===== src/hw/rtl/i2cmbe_pkg.sv =====
// ----------------------------------------------------------------------------
// I2C master byte engine package
// Shared types, register indexes, command codes and reset values.
// ----------------------------------------------------------------------------
`default_nettype none

package i2cmbe_pkg;

	localparam int UnitW    = 16;
	localparam int PollW    = 8;
	localparam int ByteW    = 8;
	localparam int FuncW    = 3;
	localparam int CfgIdxW  = 1;
	localparam int CfgDataW = 16;

	localparam logic [UnitW-1:0] UNIT_TICKS_RST = 16'd64;
	localparam logic [PollW-1:0] POLL_LIMIT_RST = 8'd250;

	// Configuration register indexes.
	localparam logic [CfgIdxW-1:0] CFG_UNIT_TICKS     = 1'b0;
	localparam logic [CfgIdxW-1:0] CFG_ACK_POLL_LIMIT = 1'b1;

	// Command codes.
	localparam logic [FuncW-1:0] FUNC_NONE     = 3'd0;
	localparam logic [FuncW-1:0] FUNC_START    = 3'd1;
	localparam logic [FuncW-1:0] FUNC_STOP     = 3'd2;
	localparam logic [FuncW-1:0] FUNC_WRITE    = 3'd3;
	localparam logic [FuncW-1:0] FUNC_READ     = 3'd4;
	localparam logic [FuncW-1:0] FUNC_SEND_ACK = 3'd5;
	localparam logic [FuncW-1:0] FUNC_GET_ACK  = 3'd6;

	typedef enum logic [4:0] {
		PH_IDLE     = 5'd0,
		PH_ST_H1    = 5'd1,
		PH_ST_H2    = 5'd2,
		PH_ST_L1    = 5'd3,
		PH_ST_L2    = 5'd4,
		PH_SP_L1    = 5'd5,
		PH_SP_L2    = 5'd6,
		PH_SP_H1    = 5'd7,
		PH_SP_H2    = 5'd8,
		PH_GA_W1    = 5'd9,
		PH_GA_W2    = 5'd10,
		PH_GA_POLL  = 5'd11,
		PH_SA_LOW   = 5'd12,
		PH_SA_HIGH  = 5'd13,
		PH_WR_SETUP = 5'd14,
		PH_WR_HIGH  = 5'd15,
		PH_WR_LOW   = 5'd16,
		PH_RD_LOW   = 5'd17,
		PH_RD_HIGH  = 5'd18
	} phase_t;

	typedef struct packed {
		logic [UnitW-1:0] unit_ticks;
		logic [PollW-1:0] ack_poll_limit;
	} cfg_t;

	typedef struct packed {
		logic [FuncW-1:0] func;
		logic [ByteW-1:0] tx_byte;
		logic             ack_level;
		logic             sda_in;
	} in_item_t;

	typedef struct packed {
		logic             scl;
		logic             sda_out;
		logic             sda_oe;
		logic             busy_res;
		logic             done_res;
		logic [ByteW-1:0] rx_byte;
		logic             ack_status;
	} result_t;

endpackage

`default_nettype wire


===== src/hw/rtl/i2cmbe_if.sv =====
// ----------------------------------------------------------------------------
// I2C master byte engine channels
// Valid/ready channels for the tick items and the pin/status results.
// ----------------------------------------------------------------------------
`default_nettype none

interface i2cmbe_in_if;
	logic       valid;
	logic       ready;
	logic [2:0] func;
	logic [7:0] tx_byte;
	logic       ack_level;
	logic       sda_in;

	modport source (output valid, output func, output tx_byte, output ack_level,
		output sda_in, input ready);
	modport sink (input valid, input func, input tx_byte, input ack_level,
		input sda_in, output ready);
endinterface

interface i2cmbe_out_if;
	logic       valid;
	logic       ready;
	logic       scl;
	logic       sda_out;
	logic       sda_oe;
	logic       busy_res;
	logic       done_res;
	logic [7:0] rx_byte;
	logic       ack_status;

	modport source (output valid, output scl, output sda_out, output sda_oe,
		output busy_res, output done_res, output rx_byte, output ack_status,
		input ready);
	modport sink (input valid, input scl, input sda_out, input sda_oe,
		input busy_res, input done_res, input rx_byte, input ack_status,
		output ready);
endinterface

`default_nettype wire


===== src/hw/rtl/i2cmbe_core.sv =====
// ----------------------------------------------------------------------------
// I2C master byte engine sequencer core
// Holds the bus sequencer state and works out one tick's update and result.
// ----------------------------------------------------------------------------
`default_nettype none

module i2cmbe_core (
	input  wire                       clk,
	input  wire                       arst_n,
	input  wire                       accept,
	input  wire i2cmbe_pkg::cfg_t     cfg,
	input  wire i2cmbe_pkg::in_item_t item,
	output i2cmbe_pkg::result_t       res
);

	i2cmbe_pkg::phase_t phase_q, phase_d;
	logic [15:0] delay_q, delay_d;
	logic [3:0]  bit_count_q, bit_count_d;
	logic [7:0]  shift_q, shift_d;
	logic [7:0]  poll_count_q, poll_count_d;
	logic [7:0]  received_q, received_d;
	logic        ack_flag_q, ack_flag_d;
	logic        scl_q, scl_d;
	logic        sda_q, sda_d;
	logic        oe_q, oe_d;
	logic        done;

	logic [15:0] unit_len;
	logic        poll_end;
	logic        bit_last;

	assign unit_len = (cfg.unit_ticks == 16'd0) ? 16'd1 : cfg.unit_ticks;
	assign poll_end = !item.sda_in || (poll_count_q >= cfg.ack_poll_limit);
	// The eighth bit has just gone by when the count reaches seven.
	assign bit_last = (bit_count_q >= 4'd7);

	// Next phase, delay and completion.
	always_comb begin
		phase_d = phase_q;
		delay_d = delay_q;
		done    = 1'b0;
		if (accept) begin
			priority if (phase_q == i2cmbe_pkg::PH_IDLE) begin
				unique case (item.func)
					i2cmbe_pkg::FUNC_START: begin
						phase_d = i2cmbe_pkg::PH_ST_H1;
						delay_d = unit_len;
					end
					i2cmbe_pkg::FUNC_STOP: begin
						phase_d = i2cmbe_pkg::PH_SP_L1;
						delay_d = unit_len;
					end
					i2cmbe_pkg::FUNC_WRITE: begin
						phase_d = i2cmbe_pkg::PH_WR_SETUP;
						delay_d = 16'd1;
					end
					i2cmbe_pkg::FUNC_READ: begin
						phase_d = i2cmbe_pkg::PH_RD_LOW;
						delay_d = unit_len;
					end
					i2cmbe_pkg::FUNC_SEND_ACK: begin
						phase_d = i2cmbe_pkg::PH_SA_LOW;
						delay_d = unit_len;
					end
					i2cmbe_pkg::FUNC_GET_ACK: begin
						phase_d = i2cmbe_pkg::PH_GA_W1;
						delay_d = unit_len;
					end
					default: begin
					end
				endcase
			end else if (phase_q == i2cmbe_pkg::PH_GA_POLL) begin
				if (poll_end) begin
					phase_d = i2cmbe_pkg::PH_IDLE;
					delay_d = 16'd0;
					done    = 1'b1;
				end
			end else if (delay_q > 16'd1) begin
				delay_d = delay_q - 16'd1;
			end else begin
				delay_d = unit_len;
				unique case (phase_q)
					i2cmbe_pkg::PH_ST_H1:    phase_d = i2cmbe_pkg::PH_ST_H2;
					i2cmbe_pkg::PH_ST_H2:    phase_d = i2cmbe_pkg::PH_ST_L1;
					i2cmbe_pkg::PH_ST_L1:    phase_d = i2cmbe_pkg::PH_ST_L2;
					i2cmbe_pkg::PH_SP_L1:    phase_d = i2cmbe_pkg::PH_SP_L2;
					i2cmbe_pkg::PH_SP_L2:    phase_d = i2cmbe_pkg::PH_SP_H1;
					i2cmbe_pkg::PH_SP_H1:    phase_d = i2cmbe_pkg::PH_SP_H2;
					i2cmbe_pkg::PH_GA_W1:    phase_d = i2cmbe_pkg::PH_GA_W2;
					i2cmbe_pkg::PH_SA_LOW:   phase_d = i2cmbe_pkg::PH_SA_HIGH;
					i2cmbe_pkg::PH_WR_SETUP: phase_d = i2cmbe_pkg::PH_WR_HIGH;
					i2cmbe_pkg::PH_WR_HIGH:  phase_d = i2cmbe_pkg::PH_WR_LOW;
					i2cmbe_pkg::PH_RD_LOW:   phase_d = i2cmbe_pkg::PH_RD_HIGH;
					i2cmbe_pkg::PH_GA_W2: begin
						phase_d = i2cmbe_pkg::PH_GA_POLL;
						delay_d = 16'd0;
					end
					i2cmbe_pkg::PH_ST_L2, i2cmbe_pkg::PH_SP_H2,
					i2cmbe_pkg::PH_SA_HIGH: begin
						phase_d = i2cmbe_pkg::PH_IDLE;
						delay_d = 16'd0;
						done    = 1'b1;
					end
					i2cmbe_pkg::PH_WR_LOW: begin
						if (bit_last) begin
							phase_d = i2cmbe_pkg::PH_IDLE;
							delay_d = 16'd0;
							done    = 1'b1;
						end else begin
							phase_d = i2cmbe_pkg::PH_WR_SETUP;
							delay_d = 16'd1;
						end
					end
					i2cmbe_pkg::PH_RD_HIGH: begin
						if (bit_last) begin
							phase_d = i2cmbe_pkg::PH_IDLE;
							delay_d = 16'd0;
							done    = 1'b1;
						end else begin
							phase_d = i2cmbe_pkg::PH_RD_LOW;
						end
					end
					default: begin
						phase_d = i2cmbe_pkg::PH_IDLE;
						delay_d = 16'd0;
					end
				endcase
			end
		end
	end

	// Pin levels and data registers.
	always_comb begin
		bit_count_d  = bit_count_q;
		shift_d      = shift_q;
		poll_count_d = poll_count_q;
		received_d   = received_q;
		ack_flag_d   = ack_flag_q;
		scl_d        = scl_q;
		sda_d        = sda_q;
		oe_d         = oe_q;
		if (accept) begin
			priority if (phase_q == i2cmbe_pkg::PH_IDLE) begin
				unique case (item.func)
					i2cmbe_pkg::FUNC_START: begin
						oe_d  = 1'b1;
						sda_d = 1'b1;
						scl_d = 1'b1;
					end
					i2cmbe_pkg::FUNC_STOP: begin
						oe_d  = 1'b1;
						sda_d = 1'b0;
						scl_d = 1'b0;
					end
					i2cmbe_pkg::FUNC_WRITE: begin
						oe_d        = 1'b1;
						scl_d       = 1'b0;
						shift_d     = item.tx_byte;
						bit_count_d = 4'd0;
						sda_d       = item.tx_byte[7];
					end
					i2cmbe_pkg::FUNC_READ: begin
						oe_d        = 1'b0;
						scl_d       = 1'b0;
						shift_d     = 8'd0;
						bit_count_d = 4'd0;
					end
					i2cmbe_pkg::FUNC_SEND_ACK: begin
						oe_d  = 1'b1;
						scl_d = 1'b0;
						sda_d = item.ack_level;
					end
					i2cmbe_pkg::FUNC_GET_ACK: begin
						oe_d  = 1'b0;
						sda_d = 1'b1;
					end
					default: begin
					end
				endcase
			end else if (phase_q == i2cmbe_pkg::PH_GA_POLL) begin
				if (!item.sda_in) begin
					scl_d      = 1'b0;
					ack_flag_d = 1'b0;
				end else if (poll_end) begin
					// Timeout leaves SCL high.
					ack_flag_d = 1'b1;
				end else begin
					poll_count_d = poll_count_q + 8'd1;
				end
			end else if (delay_q > 16'd1) begin
			end else begin
				unique case (phase_q)
					i2cmbe_pkg::PH_ST_H2:    sda_d = 1'b0;
					i2cmbe_pkg::PH_ST_L2:    scl_d = 1'b0;
					i2cmbe_pkg::PH_SP_L2:    scl_d = 1'b1;
					i2cmbe_pkg::PH_SP_H2:    sda_d = 1'b1;
					i2cmbe_pkg::PH_GA_W1:    scl_d = 1'b0;
					i2cmbe_pkg::PH_SA_LOW:   scl_d = 1'b1;
					i2cmbe_pkg::PH_SA_HIGH:  scl_d = 1'b0;
					i2cmbe_pkg::PH_WR_SETUP: scl_d = 1'b1;
					i2cmbe_pkg::PH_WR_HIGH:  scl_d = 1'b0;
					i2cmbe_pkg::PH_RD_LOW:   scl_d = 1'b1;
					i2cmbe_pkg::PH_GA_W2: begin
						scl_d        = 1'b1;
						poll_count_d = 8'd0;
					end
					i2cmbe_pkg::PH_WR_LOW: begin
						shift_d     = {shift_q[6:0], 1'b0};
						bit_count_d = bit_count_q + 4'd1;
						if (!bit_last) begin
							sda_d = shift_q[6];
						end
					end
					i2cmbe_pkg::PH_RD_HIGH: begin
						shift_d     = {shift_q[6:0], item.sda_in};
						bit_count_d = bit_count_q + 4'd1;
						scl_d       = 1'b0;
						if (bit_last) begin
							received_d = {shift_q[6:0], item.sda_in};
						end
					end
					default: begin
					end
				endcase
			end
		end
	end

	always_ff @(posedge clk or negedge arst_n) begin
		if (!arst_n) begin
			phase_q      <= i2cmbe_pkg::PH_IDLE;
			delay_q      <= 16'd0;
			bit_count_q  <= 4'd0;
			shift_q      <= 8'd0;
			poll_count_q <= 8'd0;
			received_q   <= 8'd0;
			ack_flag_q   <= 1'b0;
			scl_q        <= 1'b1;
			sda_q        <= 1'b1;
			oe_q         <= 1'b1;
		end else begin
			phase_q      <= phase_d;
			delay_q      <= delay_d;
			bit_count_q  <= bit_count_d;
			shift_q      <= shift_d;
			poll_count_q <= poll_count_d;
			received_q   <= received_d;
			ack_flag_q   <= ack_flag_d;
			scl_q        <= scl_d;
			sda_q        <= sda_d;
			oe_q         <= oe_d;
		end
	end

	always_comb begin
		res.scl        = scl_d;
		res.sda_out    = sda_d;
		res.sda_oe     = oe_d;
		res.busy_res   = (phase_d != i2cmbe_pkg::PH_IDLE);
		res.done_res   = done;
		res.rx_byte    = received_d;
		res.ack_status = ack_flag_d;
	end

`ifndef SYNTHESIS
	a_bit_count_range: assert property (@(posedge clk) disable iff (!arst_n)
		bit_count_q <= 4'd8)
		else $error("bit counter ran past eight");

	a_delay_nonzero: assert property (@(posedge clk) disable iff (!arst_n)
		(phase_q != i2cmbe_pkg::PH_IDLE && phase_q != i2cmbe_pkg::PH_GA_POLL)
		|-> (delay_q != 16'd0))
		else $error("timed phase with an empty delay count");

	a_hold_without_transfer: assert property (@(posedge clk) disable iff (!arst_n)
		!accept |=> $stable(phase_q) && $stable(delay_q))
		else $error("sequencer moved without a transfer");

	a_none_stays_idle: assert property (@(posedge clk) disable iff (!arst_n)
		(accept && phase_q == i2cmbe_pkg::PH_IDLE && item.func == i2cmbe_pkg::FUNC_NONE)
		|=> (phase_q == i2cmbe_pkg::PH_IDLE))
		else $error("empty command left idle");

	a_done_ends_busy: assert property (@(posedge clk) disable iff (!arst_n)
		(accept && done) |=> (phase_q == i2cmbe_pkg::PH_IDLE))
		else $error("completion without return to idle");
`endif

endmodule

`default_nettype wire


===== src/hw/rtl/i2c_master_byte_engine.sv =====
// The result of a tick item is registered and presented in the cycle after its transfer.
// Throughput: one tick item per cycle; the sequencer state updates in one pass.
// A new item is taken when the output register is empty or its result leaves.
// Reset: asynchronous, active low; idle, SCL and SDA high with SDA driven,
// unit_ticks 64 and ack_poll_limit 250.
// ----------------------------------------------------------------------------
// I2C master byte engine
// Tick-driven I2C master pin sequencer with a plain configuration write port.
// ----------------------------------------------------------------------------
`default_nettype none

module i2c_master_byte_engine (
	input  wire                                clk,
	input  wire                                arst_n,
	input  wire                                cfg_we,
	input  wire  [i2cmbe_pkg::CfgIdxW-1:0]     cfg_index,
	input  wire  [i2cmbe_pkg::CfgDataW-1:0]    cfg_data,
	i2cmbe_in_if.sink                          req,
	i2cmbe_out_if.source                       rsp
);

	i2cmbe_pkg::cfg_t     cfg_q;
	i2cmbe_pkg::in_item_t item;
	i2cmbe_pkg::result_t  res_d;
	i2cmbe_pkg::result_t  rsp_q;
	logic                 rsp_valid_q;
	logic                 accept;

	assign req.ready = !rsp_valid_q || rsp.ready;
	assign accept    = req.valid && req.ready;

	always_comb begin
		item.func      = req.func;
		item.tx_byte   = req.tx_byte;
		item.ack_level = req.ack_level;
		item.sda_in    = req.sda_in;
	end

	always_ff @(posedge clk or negedge arst_n) begin
		if (!arst_n) begin
			cfg_q.unit_ticks     <= i2cmbe_pkg::UNIT_TICKS_RST;
			cfg_q.ack_poll_limit <= i2cmbe_pkg::POLL_LIMIT_RST;
		end else if (cfg_we) begin
			unique case (cfg_index)
				i2cmbe_pkg::CFG_UNIT_TICKS:     cfg_q.unit_ticks     <= cfg_data;
				i2cmbe_pkg::CFG_ACK_POLL_LIMIT: cfg_q.ack_poll_limit <= cfg_data[7:0];
				default: begin
				end
			endcase
		end
	end

	i2cmbe_core u_core (
		.clk    (clk),
		.arst_n (arst_n),
		.accept (accept),
		.cfg    (cfg_q),
		.item   (item),
		.res    (res_d)
	);

	always_ff @(posedge clk or negedge arst_n) begin
		if (!arst_n) begin
			rsp_valid_q <= 1'b0;
		end else if (accept) begin
			rsp_valid_q <= 1'b1;
		end else if (rsp.ready) begin
			rsp_valid_q <= 1'b0;
		end
	end

	always_ff @(posedge clk) begin
		if (accept) begin
			rsp_q <= res_d;
		end
	end

	assign rsp.valid      = rsp_valid_q;
	assign rsp.scl        = rsp_q.scl;
	assign rsp.sda_out    = rsp_q.sda_out;
	assign rsp.sda_oe     = rsp_q.sda_oe;
	assign rsp.busy_res   = rsp_q.busy_res;
	assign rsp.done_res   = rsp_q.done_res;
	assign rsp.rx_byte    = rsp_q.rx_byte;
	assign rsp.ack_status = rsp_q.ack_status;

endmodule

`default_nettype wire

===== src/flat_wrapper.sv =====
// flat-port wrapper written by rule: the top's interface ports become plain ports
module i2c_master_byte_engine_flat 
  (clk, arst_n, cfg_we, cfg_index, cfg_data, req_valid, req_func, req_tx_byte, req_ack_level, req_sda_in, req_ready, rsp_valid, rsp_scl, rsp_sda_out, rsp_sda_oe, rsp_busy_res, rsp_done_res, rsp_rx_byte, rsp_ack_status, rsp_ready);
  i2cmbe_in_if req_i ();
  i2cmbe_out_if rsp_i ();
  input  wire clk;
  input  wire arst_n;
  input  wire cfg_we;
  input  wire  [i2cmbe_pkg::CfgIdxW-1:0] cfg_index;
  input  wire  [i2cmbe_pkg::CfgDataW-1:0] cfg_data;
  input wire logic [$bits(req_i.valid)-1:0] req_valid;
  input wire logic [$bits(req_i.func)-1:0] req_func;
  input wire logic [$bits(req_i.tx_byte)-1:0] req_tx_byte;
  input wire logic [$bits(req_i.ack_level)-1:0] req_ack_level;
  input wire logic [$bits(req_i.sda_in)-1:0] req_sda_in;
  output wire logic [$bits(req_i.ready)-1:0] req_ready;
  output wire logic [$bits(rsp_i.valid)-1:0] rsp_valid;
  output wire logic [$bits(rsp_i.scl)-1:0] rsp_scl;
  output wire logic [$bits(rsp_i.sda_out)-1:0] rsp_sda_out;
  output wire logic [$bits(rsp_i.sda_oe)-1:0] rsp_sda_oe;
  output wire logic [$bits(rsp_i.busy_res)-1:0] rsp_busy_res;
  output wire logic [$bits(rsp_i.done_res)-1:0] rsp_done_res;
  output wire logic [$bits(rsp_i.rx_byte)-1:0] rsp_rx_byte;
  output wire logic [$bits(rsp_i.ack_status)-1:0] rsp_ack_status;
  input wire logic [$bits(rsp_i.ready)-1:0] rsp_ready;
  assign req_i.valid = req_valid;
  assign req_i.func = req_func;
  assign req_i.tx_byte = req_tx_byte;
  assign req_i.ack_level = req_ack_level;
  assign req_i.sda_in = req_sda_in;
  assign req_ready = req_i.ready;
  assign rsp_valid = rsp_i.valid;
  assign rsp_scl = rsp_i.scl;
  assign rsp_sda_out = rsp_i.sda_out;
  assign rsp_sda_oe = rsp_i.sda_oe;
  assign rsp_busy_res = rsp_i.busy_res;
  assign rsp_done_res = rsp_i.done_res;
  assign rsp_rx_byte = rsp_i.rx_byte;
  assign rsp_ack_status = rsp_i.ack_status;
  assign rsp_i.ready = rsp_ready;
  i2c_master_byte_engine u_core (.clk(clk), .arst_n(arst_n), .cfg_we(cfg_we), .cfg_index(cfg_index), .cfg_data(cfg_data), .req(req_i), .rsp(rsp_i));
endmodule

===== config.mk =====
export PLATFORM = sky130hd
export DESIGN_NAME = i2c_master_byte_engine_flat
export DESIGN_NICKNAME = d
export VERILOG_FILES = /design/src/hw/rtl/i2cmbe_pkg.sv /design/src/hw/rtl/i2cmbe_if.sv /design/src/hw/rtl/i2cmbe_core.sv /design/src/hw/rtl/i2c_master_byte_engine.sv /design/src/flat_wrapper.sv
export SDC_FILE = /design/constraint.sdc
export NUM_CORES = 1
export LEC_CHECK = 0
export BUFFER_PORTS_ARGS = -buffer_cell sky130_fd_sc_hd__buf_2
export CORE_MARGIN = 5
export CORE_UTILIZATION = 50
export CTS_CLUSTER_DIAMETER = 30
export DETAILED_ROUTE_END_ITERATION = 10
export GPL_TIMING_DRIVEN = 0
export PLACE_DENSITY_LB_ADDON = 0.1
export REMOVE_ABC_BUFFERS = 1
export SKIP_CTS_REPAIR_TIMING = 1
export SLEW_MARGIN = 20
export SYNTH_ARGS = -nofsm -noshare
export SYNTH_HDL_FRONTEND = slang
export SYNTH_SLANG_ARGS = --single-unit

===== constraint.sdc =====
create_clock -name clk -period 2.77 [get_ports clk]
set_input_delay 0.1385 -clock clk [delete_from_list [all_inputs] [get_ports clk]]
set_output_delay 0.1385 -clock clk [all_outputs]
set_load 0.02 [all_outputs]

# After elaboration in Yosys (flattened, before gate mapping)
# Cells that the tools add are included.
# W data, S select, Z words.
word_totals:
  in_bits: 35
  mem_count: 0
  latch_bits: 0
  output_inout_bits: 16
  ramBits: 0
  regBits: 91
  elab_cells: 158
  mem_bits_ro: 0
op_classes:
  shifts: 0
  magnitude_cmp: 3
  mux: 68
  add_sub_neg: 3
  n_reduce_logical: 29
  n_eq_ne: 33
  n_mul: 0
  n_bitwise: 2
  n_div: 0
ops:
  columns: ["cell", "n"]
  rows:
  - ["$mux W16", 6]
  - ["$mux W8", 11]
  - ["$pmux W5 S14", 1]
  - ["$pmux W16 S3", 1]
  - ["$eq A5 B4 Y1 const B", 8]
  - ["$pmux W16 S2", 1]
  - ["$mux W5", 6]
  - ["$pmux W5 S6", 1]
  - ["$pmux W7 S2", 2]
  - ["$mux W1", 24]
  - ["$mux W4", 6]
  - ["$mux W7", 3]
  - ["$eq A5 B3 Y1 const B", 4]
  - ["$gt A16 B1 Y1 const B", 1]
  - ["$logic_not A16 Y1", 1]
  - ["$sub A16 B1 Y16 const B", 1]
  - ["$eq A5 B5 Y1 const B", 3]
  - ["$reduce_or A5 Y1", 3]
  - ["$reduce_or A11 Y1", 1]
  - ["$eq A5 B2 Y1 const B", 2]
  - ["$reduce_and A5 Y1", 2]
  - ["$eq A3 B3 Y1 const B", 3]
  - ["$add A8 B1 Y8 const B", 1]
  - ["$ge A8 B8 Y1", 1]
  - ["26 further kinds", 45]

# Longest topological paths before layout
logic_depth:
  word_depth: 8
  ltp_mapped: 10
  ltp_nobuf: 9

# Cells and area by module
# From an unflattened synthesis, not the netlist that was laid out.
unflattened:
  hier_cells: 541
  area_unflattened_um2: 5237.5
modules_own_cells:
  columns: ["module", "instances", "area_per_inst_um2", "cells_per_inst"]
  rows:
  - ["i2cmbe_core", 1, 3819.9, 471]
  - ["i2c_master_byte_engine", 1, 1417.6, 70]

# Worst setup path after synthesis
# Ideal clock, no wire load.
synth_timing:
  path_kind: "flip-flop to flip-flop"
  start: "register u_core.u_core.delay_q[10]"
  end: "register u_core.rsp_q (netlist bit u_core.rsp.rx_byte[7]) (data pin)"
  setup_slack_ns: -0.012
  t_arrival_ns: 2.519
  stages_incl_launch_ff: 7
  setup_time_ns: 0.263
  cell_sequence: "dfrtp_1 or3_4 or3_2 nor3_4 nand2_2 nor4_4 mux2_2"
synth_rtl:
  columns: ["item", "line", "rtl"]
  rows:
  - ["from (decl)", "i2cmbe_core.sv:17", "logic [15:0] delay_q, delay_d;"]
  - ["from (signal assigned)", "i2cmbe_core.sv:243", "delay_q <= delay_d;"]
  - ["to (signal assigned)", "i2c_master_byte_engine.sv:74", "rsp_q <= res_d;"]
  - ["to (decl)", "i2c_master_byte_engine.sv:25", "i2cmbe_pkg::result_t rsp_q;"]

==> flow_metrics.env <==
export IMPL_cp_slowest_stage_delay_ps=450
export IMPL_dieArea_um2=12100
export IMPL_drive_gt1_share_pct=29.4
export IMPL_yosysTopAreaCellShare_pct=33.4
export IMPL_crit_path_frequent_cell="or3_4"
export IMPL_endpoint_kind="register"
export IMPL_drt_total_wl_mm=12.4
export IMPL_layout_common_cells="dfrtp_1 (61), nor2_1 (50), buf_2 (49)"
export IMPL_status="finished, violations left"
export IMPL_yosys_register_bits=91
export IMPL_hold_viol_final=0
export IMPL_yosysUniqueCellTypes=68
export IMPL_rows=36
export IMPL_core_area_um2=9770
export IMPL_viasPerCell=5.88
export IMPL_swShare_pct=29.6
export IMPL_cp_slowest_cell="dfrtp_2"
export IMPL_clockPowerShare_pct=32.0
export IMPL_period_share_pct=100
export IMPL_rsz0062_at_grt="true"
export IMPL_async_flop_share_pct=84.6
export IMPL_wl_per_cell_um=17.2
export IMPL_report_power_total_mw=3.22
export IMPL_synth_edf_count=14
export IMPL_drt_pass1_iterations=4
export IMPL_grt_pass1_vias=3896
export IMPL_grt_pass1_wl_mm=19.7
export IMPL_clockRootBuffer="clkbuf_8"
export IMPL_clk_latency_ps=380
export IMPL_clockBufferDepth=2
export IMPL_final_min_clock_period_ps=2780
export IMPL_cts_sinks=91
export IMPL_cp_start_kind="register"
export IMPL_clkTransAtPathRegs_ps=100
export IMPL_ys_flop_type="dfrtp_1"
export IMPL_die_h_um=110
export IMPL_fin_util_pct=61.3
export IMPL_pre_cts_ws_ps=-756
export IMPL_area_growth_pct=19.6
export IMPL_layout_commonest_cell="dfrtp_1"
export IMPL_switchingPower_mw=0.954
export IMPL_slew_viol_final=0
export IMPL_track_usage_pct=20.8
export IMPL_nNetsFinal=632
export IMPL_peakVddDrop_mv=0.312
export IMPL_required_ps=2890
export IMPL_maxCapViolCount=0
export IMPL_seqPwrFrac_pct=51.2
export IMPL_hold_class="input pin to register"
export IMPL_syn_area_um2=5010
export IMPL_power_frac_comb_pct=16.7
export IMPL_start_util_pct=51.3
export IMPL_grt_start_max_net_pins=49
export IMPL_crit_chain="or3_4 > or3_4 > nor3_4 > nand2_2 > a221o_2 > nor4_4 > nand3_1"
export IMPL_worst_slew_pin_slew_ps=769
export IMPL_num_antenna_cells=0
export IMPL_holdWs_ps=20.4
export IMPL_internal_power_mw=2.27
export IMPL_htreeDepth=3
export IMPL_synth_cells=518
export IMPL_io_pin_count=51
export IMPL_drtIter0Drc=287
export IMPL_relSlewSlack_pct=48.5
export IMPL_critPathMaxFanout=6
export IMPL_dieWidth_um=110
export IMPL_fin_skew_ps=16.5
export IMPL_grt_overflow_total=0
export IMPL_fmax_ghz=0.360
export IMPL_cts_inserted_buffers=9
export IMPL_syn_avg_cell_area_um2=9.68
export IMPL_ant_nets=0
export IMPL_drc_errors=0
export IMPL_port_buffers=50
export IMPL_yosysSeqAreaShare_pct=47.1
export IMPL_setup_slack_ps=-6.44
export IMPL_via_count=4243
export IMPL_power_density_nw_per_um2=537
export IMPL_path_class="register to register"
export IMPL_synth_top_cell_by_area="dfrtp_1"
export IMPL_finalSetupViolations=1
export IMPL_dp_hpwl_mm=8.32
export IMPL_crit_arrival_ps=2900
export IMPL_synth_area_leaders="dfrtp_1 (33%), edfxtp_1 (8.4%), mux2_2 (7.4%)"
export IMPL_cts_tree="built"
export IMPL_yosysWarnings=0
export IMPL_gp_congestion=0.889
export IMPL_leakage_nw=2.51
export IMPL_violations="negative setup slack"
export IMPL_fillers=868
export IMPL_antenna_found_initial=0
[per-stage QoR]
stage	instances	cell area, um2	TNS [ps]
6_report	722	6000	-6.44
2_1_floorplan	493	4910	-374
5_1_grt	722	6000	-562
4_1_cts	693	5600	-22110
3_3_place_gp	676	5330	-20600
3_5_place_dp	677	5370	-21010
[state kept, by name, indices dropped and copies added, names as in the netlist, 4 cells and up]
register,flops
u_core.cfg_q,24
u_core.rsp.rx_byte,8
u_core.u_core.bit_count_q,4
u_core.u_core.delay_q,16
u_core.u_core.phase_q,5
u_core.u_core.poll_count_q,8
u_core.u_core.received_q,8
u_core.u_core.shift_q,7
[cell type report]
type                       instances  area (um2)  share of cell area, %
clock buffer                      10         128                   2.13
sequential                        91        2370                   39.5
timing repair buffer              77         515                   8.60
inverter                          19        75.1                   1.25
multi-input combinational        385        2640                   44.1
clock inverter                     6        95.1                   1.59
timing repair inverter             1        5.00                 0.0835
tap                              133         166                   2.78
[cells in the mapped netlist (all sizes together) (7+ instances only)]
cell type and instances:
edfxtp 14, o21ai 36, mux2 33, nor3 18
nor2 50, or3 14, a31oi 13, nand4 7
ha 13, dfstp 10, inv 18, clkbuf 20
a21oi 21, nor4 11, nand3 28, nor2b 9
nand2b 7, nand2 44, dfrtp 67
[critical path, delay by kind of cell, from the launching register on]
family	cells	cell delay [ps]
AND/OR/NAND/NOR	6	1640
flip-flops	1	450
AO/OA/AOI/OAI	1	420
[layer usage]
layer  routed length (um)  share of wire, %  GRT usage (%)
met5                    0                 0              0
met4                  234               1.9           7.83
met3                  586               4.7           2.97
met2                 5980                48           33.1
met1                 5640                45           28.9
[power groups by stage]
stage	Combinational, mW	Clock [mW]	Sequential (mW)
floorplan	0.335	0	1.64
global placement	0.469	0	1.66
detailed placement	0.489	0	1.67
CTS	0.492	1.05	1.64
global route	0.608	1.12	1.67
finish	0.539	1.03	1.65
[worst paths after layout]
check / start / slack, ps / end / depth (start not counted)
setup / recovery: u_core.u_core.delay_q[10] / -6 / u_core.rsp.busy_res / 7
hold / removal: cfg_data[6] / 20 / u_core.cfg_q[14] / 2
setup reg to reg: u_core.u_core.delay_q[10] / -6 / u_core.rsp.busy_res / 7
hold reg to reg: u_core.u_core.received_q[7] / 510 / u_core.u_core.received_q[7] / 1
max in group asynchronous: arst_n / 1930 / u_core.u_core.scl_q / 3
min in group asynchronous: arst_n / 230 / u_core.u_core.phase_q[3] / 2
[cell families after synthesis]
logic type | after synthesis | synth area share (%)
AOI/OAI and AO/OA | 118 | 15.4
xor gates and xnor gates | 10 | 1.75
adders and majority gates | 13 | 3.25
buffers and inverters | 44 | 3.37
DFF | 91 | 47.1
muxes | 35 | 7.81
and+or+nand+nor | 207 | 21.3
(Power assumes the default switching activity.)
